$ cat config.mk
export PLATFORM = sky130hd
export DESIGN_NAME = yuv420_block_to_rgb_top
export DESIGN_NICKNAME = d
export VERILOG_FILES = /design/src/design/yb2r_pkg.sv /design/src/design/yb2r_cfg_regs.sv /design/src/design/yb2r_chroma.sv /design/src/design/yb2r_pixel.sv /design/src/design/yuv420_block_to_rgb_top.sv
export SDC_FILE = /design/constraint.sdc
export NUM_CORES = 2
export LEC_CHECK = 0
export ABC_CLOCK_PERIOD_IN_PS = 12900
export BUFFER_PORTS_ARGS = -buffer_cell sky130_fd_sc_hd__buf_2
export CAP_MARGIN = 10
export CORE_ASPECT_RATIO = 1.5
export CORE_MARGIN = 2
export CORE_UTILIZATION = 60
export CTS_BUF_LIST = sky130_fd_sc_hd__clkbuf_4
export DETAILED_ROUTE_END_ITERATION = 10
export HOLD_SLACK_MARGIN = 0.12
export PLACE_DENSITY = 0.78
export SETUP_SLACK_MARGIN = 0.15
export SKIP_LAST_GASP = 1
export SLEW_MARGIN = 20
export SYNTH_ARGS = -nofsm -noshare
export SYNTH_HDL_FRONTEND = slang
export SYNTH_SLANG_ARGS = --single-unit
$ cat constraint.sdc
create_clock -name clk -period 12.9 [get_ports clk]
set_input_delay 1.29 -clock clk [delete_from_list [all_inputs] [get_ports clk]]
set_output_delay 1.29 -clock clk [all_outputs]
set_load 0.02 [all_outputs]
$ cat src/design/yb2r_pkg.sv
// ----------------------------------------------------------------------------
// yb2r_pkg: shared types and constants of the 4:2:0 block to RGB converter
// Coefficient widths, reset values, register map, clamp limits and the
// per-pixel clamp function.
// ----------------------------------------------------------------------------
package yb2r_pkg;

	// Field and register widths
	localparam int unsigned PIX_W      = 8;
	localparam int unsigned GAIN_W     = 17;
	localparam int unsigned RV_W       = 17;
	localparam int unsigned GU_W       = 16;
	localparam int unsigned GV_W       = 17;
	localparam int unsigned BU_W       = 17;
	localparam int unsigned OFF_W      = PIX_W + 1;
	localparam int unsigned SUM_W      = 29;
	localparam int unsigned LUMA_P_W   = PIX_W + GAIN_W;
	localparam int unsigned NUM_PIX    = 4;

	// Configuration port
	localparam int unsigned DATA_W     = 32;
	localparam int unsigned ADDR_W     = 5;
	localparam int unsigned IDX_W      = 3;

	// Register indexes
	localparam logic [IDX_W-1:0] REG_LUMA_GAIN    = 3'd0;
	localparam logic [IDX_W-1:0] REG_RED_FROM_V   = 3'd1;
	localparam logic [IDX_W-1:0] REG_GREEN_FROM_U = 3'd2;
	localparam logic [IDX_W-1:0] REG_GREEN_FROM_V = 3'd3;
	localparam logic [IDX_W-1:0] REG_BLUE_FROM_U  = 3'd4;

	// Reset values
	localparam logic [GAIN_W-1:0] RST_LUMA_GAIN    = 17'd65536;
	localparam logic [RV_W-1:0]   RST_RED_FROM_V   = 17'd91881;
	localparam logic [GU_W-1:0]   RST_GREEN_FROM_U = 16'(-22553);
	localparam logic [GV_W-1:0]   RST_GREEN_FROM_V = 17'(-46801);
	localparam logic [BU_W-1:0]   RST_BLUE_FROM_U  = 17'd116129;

	localparam logic [PIX_W-1:0]  CHROMA_OFFSET    = 8'd128;
	localparam logic signed [SUM_W-1:0] HIGH_LIMIT = 29'sh0FFFFFF;
	localparam logic signed [SUM_W-1:0] LOW_LIMIT  = 29'sh000FFFF;

	typedef struct packed {
		logic [GAIN_W-1:0] luma_gain;
		logic [RV_W-1:0]   red_from_v;
		logic [GU_W-1:0]   green_from_u;
		logic [GV_W-1:0]   green_from_v;
		logic [BU_W-1:0]   blue_from_u;
	} cfg_t;

	typedef struct packed {
		logic signed [SUM_W-1:0] red;
		logic signed [SUM_W-1:0] green;
		logic signed [SUM_W-1:0] blue;
	} chroma_terms_t;

	typedef struct packed {
		logic [PIX_W-1:0] red;
		logic [PIX_W-1:0] green;
		logic [PIX_W-1:0] blue;
	} rgb_t;

	// Saturate a channel sum to one byte
	function automatic logic [PIX_W-1:0] clamp_channel(input logic signed [SUM_W-1:0] sum);
		logic [PIX_W-1:0] res;
		if (sum > HIGH_LIMIT) begin
			res = '1;
		end else if (sum <= LOW_LIMIT) begin
			res = '0;
		end else begin
			res = sum[23:16];
		end
		return res;
	endfunction

endpackage

$ cat src/design/yb2r_cfg_regs.sv
// ----------------------------------------------------------------------------
// yb2r_cfg_regs: coefficient register file
// APB-style write and read access to the gain and colour coefficients.
// ----------------------------------------------------------------------------
module yb2r_cfg_regs import yb2r_pkg::*; (
	input  logic              clk,
	input  logic              arst_n,
	input  logic              psel,
	input  logic              penable,
	input  logic              pwrite,
	input  logic [ADDR_W-1:0] paddr,
	input  logic [DATA_W-1:0] pwdata,
	output logic [DATA_W-1:0] prdata,
	output logic              pready,
	output cfg_t              cfg
);

	cfg_t             cfg_q;
	logic [IDX_W-1:0] idx;
	logic             wr_en;

	assign pready = 1'b1;
	assign idx    = paddr[ADDR_W-1:2];
	assign wr_en  = psel & penable & pwrite & pready;
	assign cfg    = cfg_q;

	// Write the addressed register, drop writes beyond the map
	always_ff @(posedge clk or negedge arst_n) begin
		if (!arst_n) begin
			cfg_q.luma_gain    <= RST_LUMA_GAIN;
			cfg_q.red_from_v   <= RST_RED_FROM_V;
			cfg_q.green_from_u <= RST_GREEN_FROM_U;
			cfg_q.green_from_v <= RST_GREEN_FROM_V;
			cfg_q.blue_from_u  <= RST_BLUE_FROM_U;
		end else if (wr_en) begin
			case (idx)
				REG_LUMA_GAIN:    cfg_q.luma_gain    <= pwdata[GAIN_W-1:0];
				REG_RED_FROM_V:   cfg_q.red_from_v   <= pwdata[RV_W-1:0];
				REG_GREEN_FROM_U: cfg_q.green_from_u <= pwdata[GU_W-1:0];
				REG_GREEN_FROM_V: cfg_q.green_from_v <= pwdata[GV_W-1:0];
				REG_BLUE_FROM_U:  cfg_q.blue_from_u  <= pwdata[BU_W-1:0];
				default: ;
			endcase
		end
	end

	// Read back, signed coefficients sign extended
	always_comb begin
		case (idx)
			REG_LUMA_GAIN:    prdata = DATA_W'(cfg_q.luma_gain);
			REG_RED_FROM_V:   prdata = DATA_W'(cfg_q.red_from_v);
			REG_GREEN_FROM_U: prdata = DATA_W'($signed(cfg_q.green_from_u));
			REG_GREEN_FROM_V: prdata = DATA_W'($signed(cfg_q.green_from_v));
			REG_BLUE_FROM_U:  prdata = DATA_W'(cfg_q.blue_from_u);
			default:          prdata = '0;
		endcase
	end

endmodule

$ cat src/design/yb2r_chroma.sv
// ----------------------------------------------------------------------------
// yb2r_chroma: shared chroma terms of one block
// Removes the chroma offset and forms the red, green and blue chroma sums.
// ----------------------------------------------------------------------------
module yb2r_chroma import yb2r_pkg::*; (
	input  logic [PIX_W-1:0] chroma_u,
	input  logic [PIX_W-1:0] chroma_v,
	input  cfg_t             cfg,
	output chroma_terms_t    terms
);

	// Product widths: unsigned coefficients gain a zero sign bit
	localparam int unsigned RP_W  = RV_W + OFF_W + 1;
	localparam int unsigned GUP_W = GU_W + OFF_W;
	localparam int unsigned GVP_W = GV_W + OFF_W;
	localparam int unsigned BP_W  = BU_W + OFF_W + 1;

	logic signed [OFF_W-1:0] u_off;
	logic signed [OFF_W-1:0] v_off;
	logic signed [RP_W-1:0]  r_prod;
	logic signed [GUP_W-1:0] gu_prod;
	logic signed [GVP_W-1:0] gv_prod;
	logic signed [BP_W-1:0]  b_prod;

	// Centre the chroma bytes
	assign u_off = $signed({1'b0, chroma_u}) - $signed({1'b0, CHROMA_OFFSET});
	assign v_off = $signed({1'b0, chroma_v}) - $signed({1'b0, CHROMA_OFFSET});

	// Coefficient products
	assign r_prod  = RP_W'($signed({1'b0, cfg.red_from_v})) * RP_W'(v_off);
	assign gu_prod = GUP_W'($signed(cfg.green_from_u)) * GUP_W'(u_off);
	assign gv_prod = GVP_W'($signed(cfg.green_from_v)) * GVP_W'(v_off);
	assign b_prod  = BP_W'($signed({1'b0, cfg.blue_from_u})) * BP_W'(u_off);

	assign terms.red   = SUM_W'(r_prod);
	assign terms.green = SUM_W'(gu_prod) + SUM_W'(gv_prod);
	assign terms.blue  = SUM_W'(b_prod);

endmodule

$ cat src/design/yb2r_pixel.sv
// ----------------------------------------------------------------------------
// yb2r_pixel: one output pixel
// Scales a luma byte by the gain, adds the chroma terms and clamps.
// ----------------------------------------------------------------------------
module yb2r_pixel import yb2r_pkg::*; (
	input  logic [PIX_W-1:0]  luma,
	input  logic [GAIN_W-1:0] luma_gain,
	input  chroma_terms_t     terms,
	output rgb_t              rgb
);

	logic [LUMA_P_W-1:0]     y_prod;
	logic signed [SUM_W-1:0] y_term;

	assign y_prod = LUMA_P_W'(luma) * LUMA_P_W'(luma_gain);
	assign y_term = $signed({{(SUM_W-LUMA_P_W){1'b0}}, y_prod});

	assign rgb.red   = clamp_channel(y_term + terms.red);
	assign rgb.green = clamp_channel(y_term + terms.green);
	assign rgb.blue  = clamp_channel(y_term + terms.blue);

endmodule

$ cat src/design/yuv420_block_to_rgb_top.sv
// ----------------------------------------------------------------------------
// yuv420_block_to_rgb_top: 4:2:0 YCbCr 2x2 block to RGB converter
// Turns four luma bytes and one shared chroma pair into four RGB pixels.
// ----------------------------------------------------------------------------
// Usage:
//   Input channel (in_valid / in_stall) carries one 2x2 block per request:
//   four luma bytes and the shared U and V bytes. Output channel
//   (out_valid / out_stall) returns one request of twelve clamped bytes,
//   red, green and blue for each of the four pixels.
//   A request is registered on entry, converted by one pass of multiply,
//   add and clamp logic and held in the result register (two register
//   stages, input and result). One block is accepted every cycle while
//   the output is not stalled. When the receiver stalls, the result
//   register holds its request and the input register fills; in_stall
//   rises once both are occupied. Reset empties both stages and loads
//   the coefficient registers with their BT.601 defaults (gain 1.0).
//   Coefficients are written over the APB port while no request is in
//   flight; pready is always high.
// ----------------------------------------------------------------------------
module yuv420_block_to_rgb_top import yb2r_pkg::*; (
	input  logic              clk,
	input  logic              arst_n,
	// Configuration port
	input  logic              psel,
	input  logic              penable,
	input  logic              pwrite,
	input  logic [ADDR_W-1:0] paddr,
	input  logic [DATA_W-1:0] pwdata,
	output logic [DATA_W-1:0] prdata,
	output logic              pready,
	// Input channel
	input  logic              in_valid,
	output logic              in_stall,
	input  logic [PIX_W-1:0]  luma_top_left,
	input  logic [PIX_W-1:0]  luma_top_right,
	input  logic [PIX_W-1:0]  luma_bottom_left,
	input  logic [PIX_W-1:0]  luma_bottom_right,
	input  logic [PIX_W-1:0]  chroma_u,
	input  logic [PIX_W-1:0]  chroma_v,
	// Output channel
	output logic              out_valid,
	input  logic              out_stall,
	output logic [PIX_W-1:0]  red_top_left,
	output logic [PIX_W-1:0]  green_top_left,
	output logic [PIX_W-1:0]  blue_top_left,
	output logic [PIX_W-1:0]  red_top_right,
	output logic [PIX_W-1:0]  green_top_right,
	output logic [PIX_W-1:0]  blue_top_right,
	output logic [PIX_W-1:0]  red_bottom_left,
	output logic [PIX_W-1:0]  green_bottom_left,
	output logic [PIX_W-1:0]  blue_bottom_left,
	output logic [PIX_W-1:0]  red_bottom_right,
	output logic [PIX_W-1:0]  green_bottom_right,
	output logic [PIX_W-1:0]  blue_bottom_right
);

	cfg_t             cfg;
	chroma_terms_t    terms;
	logic             valid_s1;
	logic             valid_s2;
	logic             load_s1;
	logic             load_s2;
	logic [PIX_W-1:0] luma_s1 [NUM_PIX];
	logic [PIX_W-1:0] chroma_u_s1;
	logic [PIX_W-1:0] chroma_v_s1;
	rgb_t             rgb_comb [NUM_PIX];
	rgb_t             rgb_s2 [NUM_PIX];

	yb2r_cfg_regs u_cfg_regs (
		.clk     (clk),
		.arst_n  (arst_n),
		.psel    (psel),
		.penable (penable),
		.pwrite  (pwrite),
		.paddr   (paddr),
		.pwdata  (pwdata),
		.prdata  (prdata),
		.pready  (pready),
		.cfg     (cfg)
	);

	// Advance control: result stage frees when empty or taken
	assign load_s2  = valid_s1 & (~valid_s2 | ~out_stall);
	assign load_s1  = in_valid & ~in_stall;
	assign in_stall = valid_s1 & ~load_s2;

	always_ff @(posedge clk or negedge arst_n) begin
		if (!arst_n) begin
			valid_s1 <= 1'b0;
			valid_s2 <= 1'b0;
		end else begin
			if (load_s1) begin
				valid_s1 <= 1'b1;
			end else if (load_s2) begin
				valid_s1 <= 1'b0;
			end
			if (load_s2) begin
				valid_s2 <= 1'b1;
			end else if (~out_stall) begin
				valid_s2 <= 1'b0;
			end
		end
	end

	// Input register
	always_ff @(posedge clk) begin
		if (load_s1) begin
			luma_s1[0]  <= luma_top_left;
			luma_s1[1]  <= luma_top_right;
			luma_s1[2]  <= luma_bottom_left;
			luma_s1[3]  <= luma_bottom_right;
			chroma_u_s1 <= chroma_u;
			chroma_v_s1 <= chroma_v;
		end
	end

	yb2r_chroma u_chroma (
		.chroma_u (chroma_u_s1),
		.chroma_v (chroma_v_s1),
		.cfg      (cfg),
		.terms    (terms)
	);

	// One converter per pixel of the block
	for (genvar p = 0; p < NUM_PIX; p++) begin : g_pix
		yb2r_pixel u_pixel (
			.luma      (luma_s1[p]),
			.luma_gain (cfg.luma_gain),
			.terms     (terms),
			.rgb       (rgb_comb[p])
		);
	end

	// Result register, hold while stalled
	always_ff @(posedge clk) begin
		if (load_s2) begin
			rgb_s2 <= rgb_comb;
		end
	end

	assign out_valid          = valid_s2;
	assign red_top_left       = rgb_s2[0].red;
	assign green_top_left     = rgb_s2[0].green;
	assign blue_top_left      = rgb_s2[0].blue;
	assign red_top_right      = rgb_s2[1].red;
	assign green_top_right    = rgb_s2[1].green;
	assign blue_top_right     = rgb_s2[1].blue;
	assign red_bottom_left    = rgb_s2[2].red;
	assign green_bottom_left  = rgb_s2[2].green;
	assign blue_bottom_left   = rgb_s2[2].blue;
	assign red_bottom_right   = rgb_s2[3].red;
	assign green_bottom_right = rgb_s2[3].green;
	assign blue_bottom_right  = rgb_s2[3].blue;

endmodule
### Yosys cells after proc, flatten, opt, wreduce, memory -nomap -nowiden

Memories as Yosys holds them, arrays and structs flattened.
Index checks and enable logic that the tools add are counted.

* bits in registers: 198
* memory bits (writable): 32
* bits of input ports: 92
* output and inout bits: 131
* logic and storage cells: 110
* memories kept: 1

Memory list
* luma_s1: words 4, bits a word 8, read ports 4, clocked after Yosys merged registers in 0, wr ports 4, RTL line yuv420_block_to_rgb_top.sv:63 `logic [PIX_W-1:0] luma_s1 [NUM_PIX];`

* add/sub/neg operators: 15
* multipliers: 8
* magnitude comparators: 24
* equal/unequal tests: 5
* multiplexer cells: 19
* bitwise gates (word level): 10
* reductions and logical operators: 7

Operators with widths (number)
* greater-than comparator 29 x 25 -> 1 bit, second input constant: 12
* less-or-equal comparator 29 x 17 -> 1 bit, second input constant: 12
* adder 26 x 27 -> 28 bit: 12
* case mux 32 bit (5 select lines): 1
* multiplier 8 x 17 -> 25 bit: 4
* 2-to-1 mux 8 bit: 12
* multiplier 18 x 9 -> 27 bit: 2
* adder 25 x 26 -> 27 bit: 1
* multiplier 17 x 9 -> 26 bit: 1
* multiplier 16 x 9 -> 25 bit: 1
* subtractor 8 x 8 -> 9 bit, second input constant: 2
* AND reduction 2 bit: 5
* equality test 3 x 2 -> 1 bit, second input constant: 2
* 2-to-1 mux 1 bit: 6
* AND 1 bit: 5
* inverter 1 bit: 4
* equality test 3 x 1 -> 1 bit, second input constant: 1
* equality test 3 bit, second input constant: 1
* zero test 3 bit: 1
* != test 2 x 1 -> 1 bit, second input constant: 1
* nonzero test 2 bit: 1
* OR 1 bit: 1

### Depth between registers and ports, before layout

* depth in word-level cells: 9
* mapped depth: 36
* gate-level depth less buffers: 35

### By module

A second synthesis with hierarchy kept.

* cell total of the unflattened synthesis: 6389
* area, all modules: 58437.3 um^2

By module, submodules not included
* yb2r_chroma: times used 1, cells each 2269, area each 20479.6 um^2, sequential area each 0.0 um^2
* yb2r_pixel at g_pix[1].u_pixel: times used 1, cells each 935, area each 7449.6 um^2, sequential area each 0.0 um^2
* yb2r_pixel at g_pix[3].u_pixel: times used 1, cells each 931, area each 7429.6 um^2, sequential area each 0.0 um^2
* yb2r_pixel at g_pix[0].u_pixel: times used 1, cells each 910, area each 7302.0 um^2, sequential area each 0.0 um^2
* yb2r_pixel at g_pix[2].u_pixel: times used 1, cells each 904, area each 7278.2 um^2, sequential area each 0.0 um^2
* yuv420_block_to_rgb_top: times used 1, cells each 152, area each 4416.7 um^2, sequential area each 4374.2 um^2
* yb2r_cfg_regs: times used 1, cells each 288, area each 4081.4 um^2, sequential area each 2150.8 um^2

### Worst setup path before layout

Ideal clock, no wire load.

* kind: register to register
* start point: register chroma_v_s1[7]
* end point: register rgb_s2 (netlist bit green_top_right[0]) (data pin)
* library setup time: 0.277 ns
* arrival: 9.228 ns
* data required time: 12.623 ns
* path slack: 3.396 ns
* stages on the path, launching flop included: 33
* path buffers: 2
* period minus slack after synthesis: 9.504 ns
* cells stage by stage: edfxtp_1 -> buf_1 -> inv_1 -> clkbuf_1 -> nand2_1 -> fa_1 -> fa_1 -> inv_1 -> fa_1 -> fa_1 -> fa_1 -> fa_1 -> inv_1 -> fa_1 -> inv_1 -> ha_1 -> o21ai_0 -> a211oi_4 -> o2111ai_4 -> nand2_1 -> a311o_1 -> a21oi_1 -> xnor2_1 -> ha_1 -> a21o_1 -> a21o_1 -> or4_1 -> o221a_2 -> a21bo_2 -> o22ai_1 -> a2111oi_2 -> o21bai_1 -> o31ai_1

* word-level cells in the longest chain between the ends: 6
* elaborated cells on any way between the ends: 7
* classes of those cells: add/sub: 3; mul: 1; order compare: 2; mux: 1

RTL lines
* start: declaration: RTL line yuv420_block_to_rgb_top.sv:65 `logic [PIX_W-1:0] chroma_v_s1;`
* start signal: assignment: RTL line yuv420_block_to_rgb_top.sv:113 `chroma_v_s1 <= chroma_v;`
* subtractor 8 x 8 -> 9 bit (*): RTL line yb2r_chroma.sv:27 `assign v_off = $signed({1'b0, chroma_v}) - $signed({1'b0, CHROMA_OFFSET});`
* multiplier 17 x 9 -> 26 bit (*): RTL line yb2r_chroma.sv:32 `assign gv_prod = GVP_W'($signed(cfg.green_from_v)) * GVP_W'(v_off);`
* adder 25 x 26 -> 27 bit (*): RTL line yb2r_chroma.sv:36 `assign terms.green = SUM_W'(gu_prod) + SUM_W'(gv_prod);`
* adder 26 x 27 -> 28 bit (*): RTL line yb2r_pixel.sv:19 `assign rgb.green = clamp_channel(y_term + terms.green);`
* less-or-equal comparator 29 x 17 -> 1 bit: RTL line yb2r_pkg.sv:68 `end else if (sum <= LOW_LIMIT) begin`
* 2-to-1 mux 8 bit: RTL line yb2r_pkg.sv:68
* end signal: assignment: RTL line yuv420_block_to_rgb_top.sv:137 `rgb_s2 <= rgb_comb;`
* end: declaration: RTL line yuv420_block_to_rgb_top.sv:67 `rgb_t rgb_s2 [NUM_PIX];`

Every way passes the cells marked *; elsewhere a longest branch is shown, timed or not.
A chain may end at the register's enable or synchronous reset.

### Worst setup path in the final report

* start point: register chroma_v_s1[7]
* end point: register rgb_s2 (netlist bit green_bottom_left[0]) (data pin)

Same word-level chain as after synthesis.

==> impl_metrics.toml <==
[sta]
fmax_mhz = 91.2
hold_violations = 0
setup_violations = 0
min_period_ps = 10960
rsz0062_at_grt = "false"
slew_violations = 0
fin_skew_ps = 50.7
finalSetupTns_ps = 0
worstMarginPinSlew_ps = 1280
fin_crit_sh = 0.850
max-slew-margin-rel = 0.139

[clocking]
post_cts_buffers = 0
htree_num_levels = 2
cts_buffers = 60
clk_latency_ps = 960
cts_hold_buf = 0
clockBufferDepth = 3
clk_pin_slew_worst_paths_ps = 80
cts-root-buf = "clkbuf_4"
cts-resized-gates = 0
clock-sinks = 230
cts_tree = "yes"

[route]
ant_nets = 0
drt_wl_total_mm = 177
routed-via-count = 46966
viasPerCell = 6.16
drt_pass1_iterations = 6
avgRoutedWirePerCell_um = 23.2
drcViolationCount = 0
first_iter_violations = 2930

[die]
core_area_um2 = 94300
die_x_um = 255
die_area_um2 = 97400
pin_count = 223
start_util = 0.604
die_h_um = 381
rows = 138

[synth]
synth-seq-cells = 230
netlist_area_um2 = 56900
seq_area_frac_synth = 0.115
synth_top_flop_cell = "edfxtp_1"
syn-num-nets = 7913
ys_warn_count = 0
synth_edf_count = 144
synthCells = 6223
synth_cell_type_count = 105
async_flop_share = 0.374
avgSynthCellArea_um2 = 9.15

[global_route]
grt.overflow.total = 0
grt_use_total = 0.368
grt_pass1_wl_mm = 274
antenna_found_initial = 11
grt_pass1_vias = 50120
grt_max_degree = 76

[run]
drv_cap = 0

[run_status]
status = "completed"

[placement]
place_area_um2 = 59100
gp_congestion = 1.01
dp_hpwl_mm = 146
io_buffers = 204
placed_cells = 7507

[layout]
utilization = 0.636
syn_to_final_growth_pct = 5.38
layout-drive-gt1-share = 0.101
fin_area_um2 = 60000
largest_register_ffs = 84
finalNonFillerCells = 7623
layout_common_cells = "inv_1 (946), fa_1 (881), nand2_1 (747)"
multiInputGateArea_um2 = 45800
layout_commonest_cell = "inv_1"
fill_cells = 7812
area.sequential_um2 = 6530
nNetsFinal = 7999

[worst_setup_path]
crit_buf_inv = 5
slowest_delay_ps = 780
crit_family = "adder cells"
path_max_fanout = 11
worstSetupPathType = "flip-flop to flip-flop"
worstRegToRegCells = 31
crit_top_cell = "fa_1"
critPathCaptureType = "flip-flop"
path_depth = 31
startpoint_type = "flip-flop"
worstPathArrival_ps = 11640
critPathRequiredTime_ps = 13580
cpMaxStageDelayCell = "edfxtp_1"

[worst_hold_path]
hold_path.class = "primary input to asynchronous set/reset pin"
[cells by family (layout without fill, tap and decap cells)]
family                   count (synthesis)  after routing  share of synthesized area
other                                    1              5                  0.0000659
adder cells (fa/ha/maj)               1598           1598                      0.468
multiplexers                           108            108                     0.0214
AO/OA/AOI/OAI                         1078           1078                      0.128
flip-flops                             230            230                      0.115
XOR/XNOR                               226            226                     0.0353
AND/OR/NAND/NOR                       1774           1774                      0.153
buffers and inverters                 1208           1344                     0.0807
[final timing paths]
check / startpoint / to / slack, ps
max: chroma_v_s1[7] / green_bottom_left[0] / 1940
min: arst_n / u_cfg_regs.cfg[30] / 250
max reg2reg: chroma_v_s1[7] / green_bottom_left[0] / 1940
min reg2reg: valid_s1 / out_valid / 510
max in group asynchronous: arst_n / u_cfg_regs.cfg[72] / 11380
min in group clk: valid_s1 / out_valid / 510
[through the flow]
| step | hold WS [ps] | setup WS [ps] |
|---|---|---|
| 2_1_floorplan | 443 | 3400 |
| 3_3_place_gp | 470 | 2340 |
| 3_5_place_dp | 483 | 2260 |
| 4_1_cts | 211 | 2200 |
| 5_1_grt | 247 | 1640 |
| 6_report | 247 | 1940 |
[synthesized netlist by cell type, types with 100 or more instances]
cell,count,share of area
a21oi_1,266,0.023
a21o_1,135,0.018
nor2_1,190,0.013
mux2_2,100,0.020
o21ai_0,181,0.016
ha_1,717,0.16
edfxtp_1,144,0.076
fa_1,881,0.31
nand2_1,747,0.049
and2_1,446,0.049
inv_1,946,0.062
xnor2_1,149,0.023
clkbuf_1,242,0.016
[final cells by class]
cell class	count	area share
Clock inverter	22	0.00267
Multi-Input combinational cell	4785	0.764
Clock buffer	90	0.0113
Sequential cell	230	0.109
Antenna cell	4	0.000167
Inverter	948	0.0593
Timing Repair Buffer	284	0.0271
Tap cell	1260	0.0263
[worst register-to-register path, delay by kind of cell (launching register included)]
family	cells	cell delay, ps
flops	1	780
buf+inv	5	790
compound gates	10	3660
xor+xnor	1	90
fa+ha+maj	9	4250
simple gates	6	1130
[layer usage]
metal | part of all wire | up-vias | global-route usage
met5 | 0.00023 | - | 0
li1 | - | 20604 | -
met3 | 0.070 | 827 | 0.0601
met1 | 0.32 | 23496 | 0.376
met2 | 0.51 | 2033 | 0.656
met4 | 0.10 | 6 | 0.306
Power is left out: the tool's default activity adds up to more than one toggle a clock period on the data nets, which glitch-free logic cannot reach.
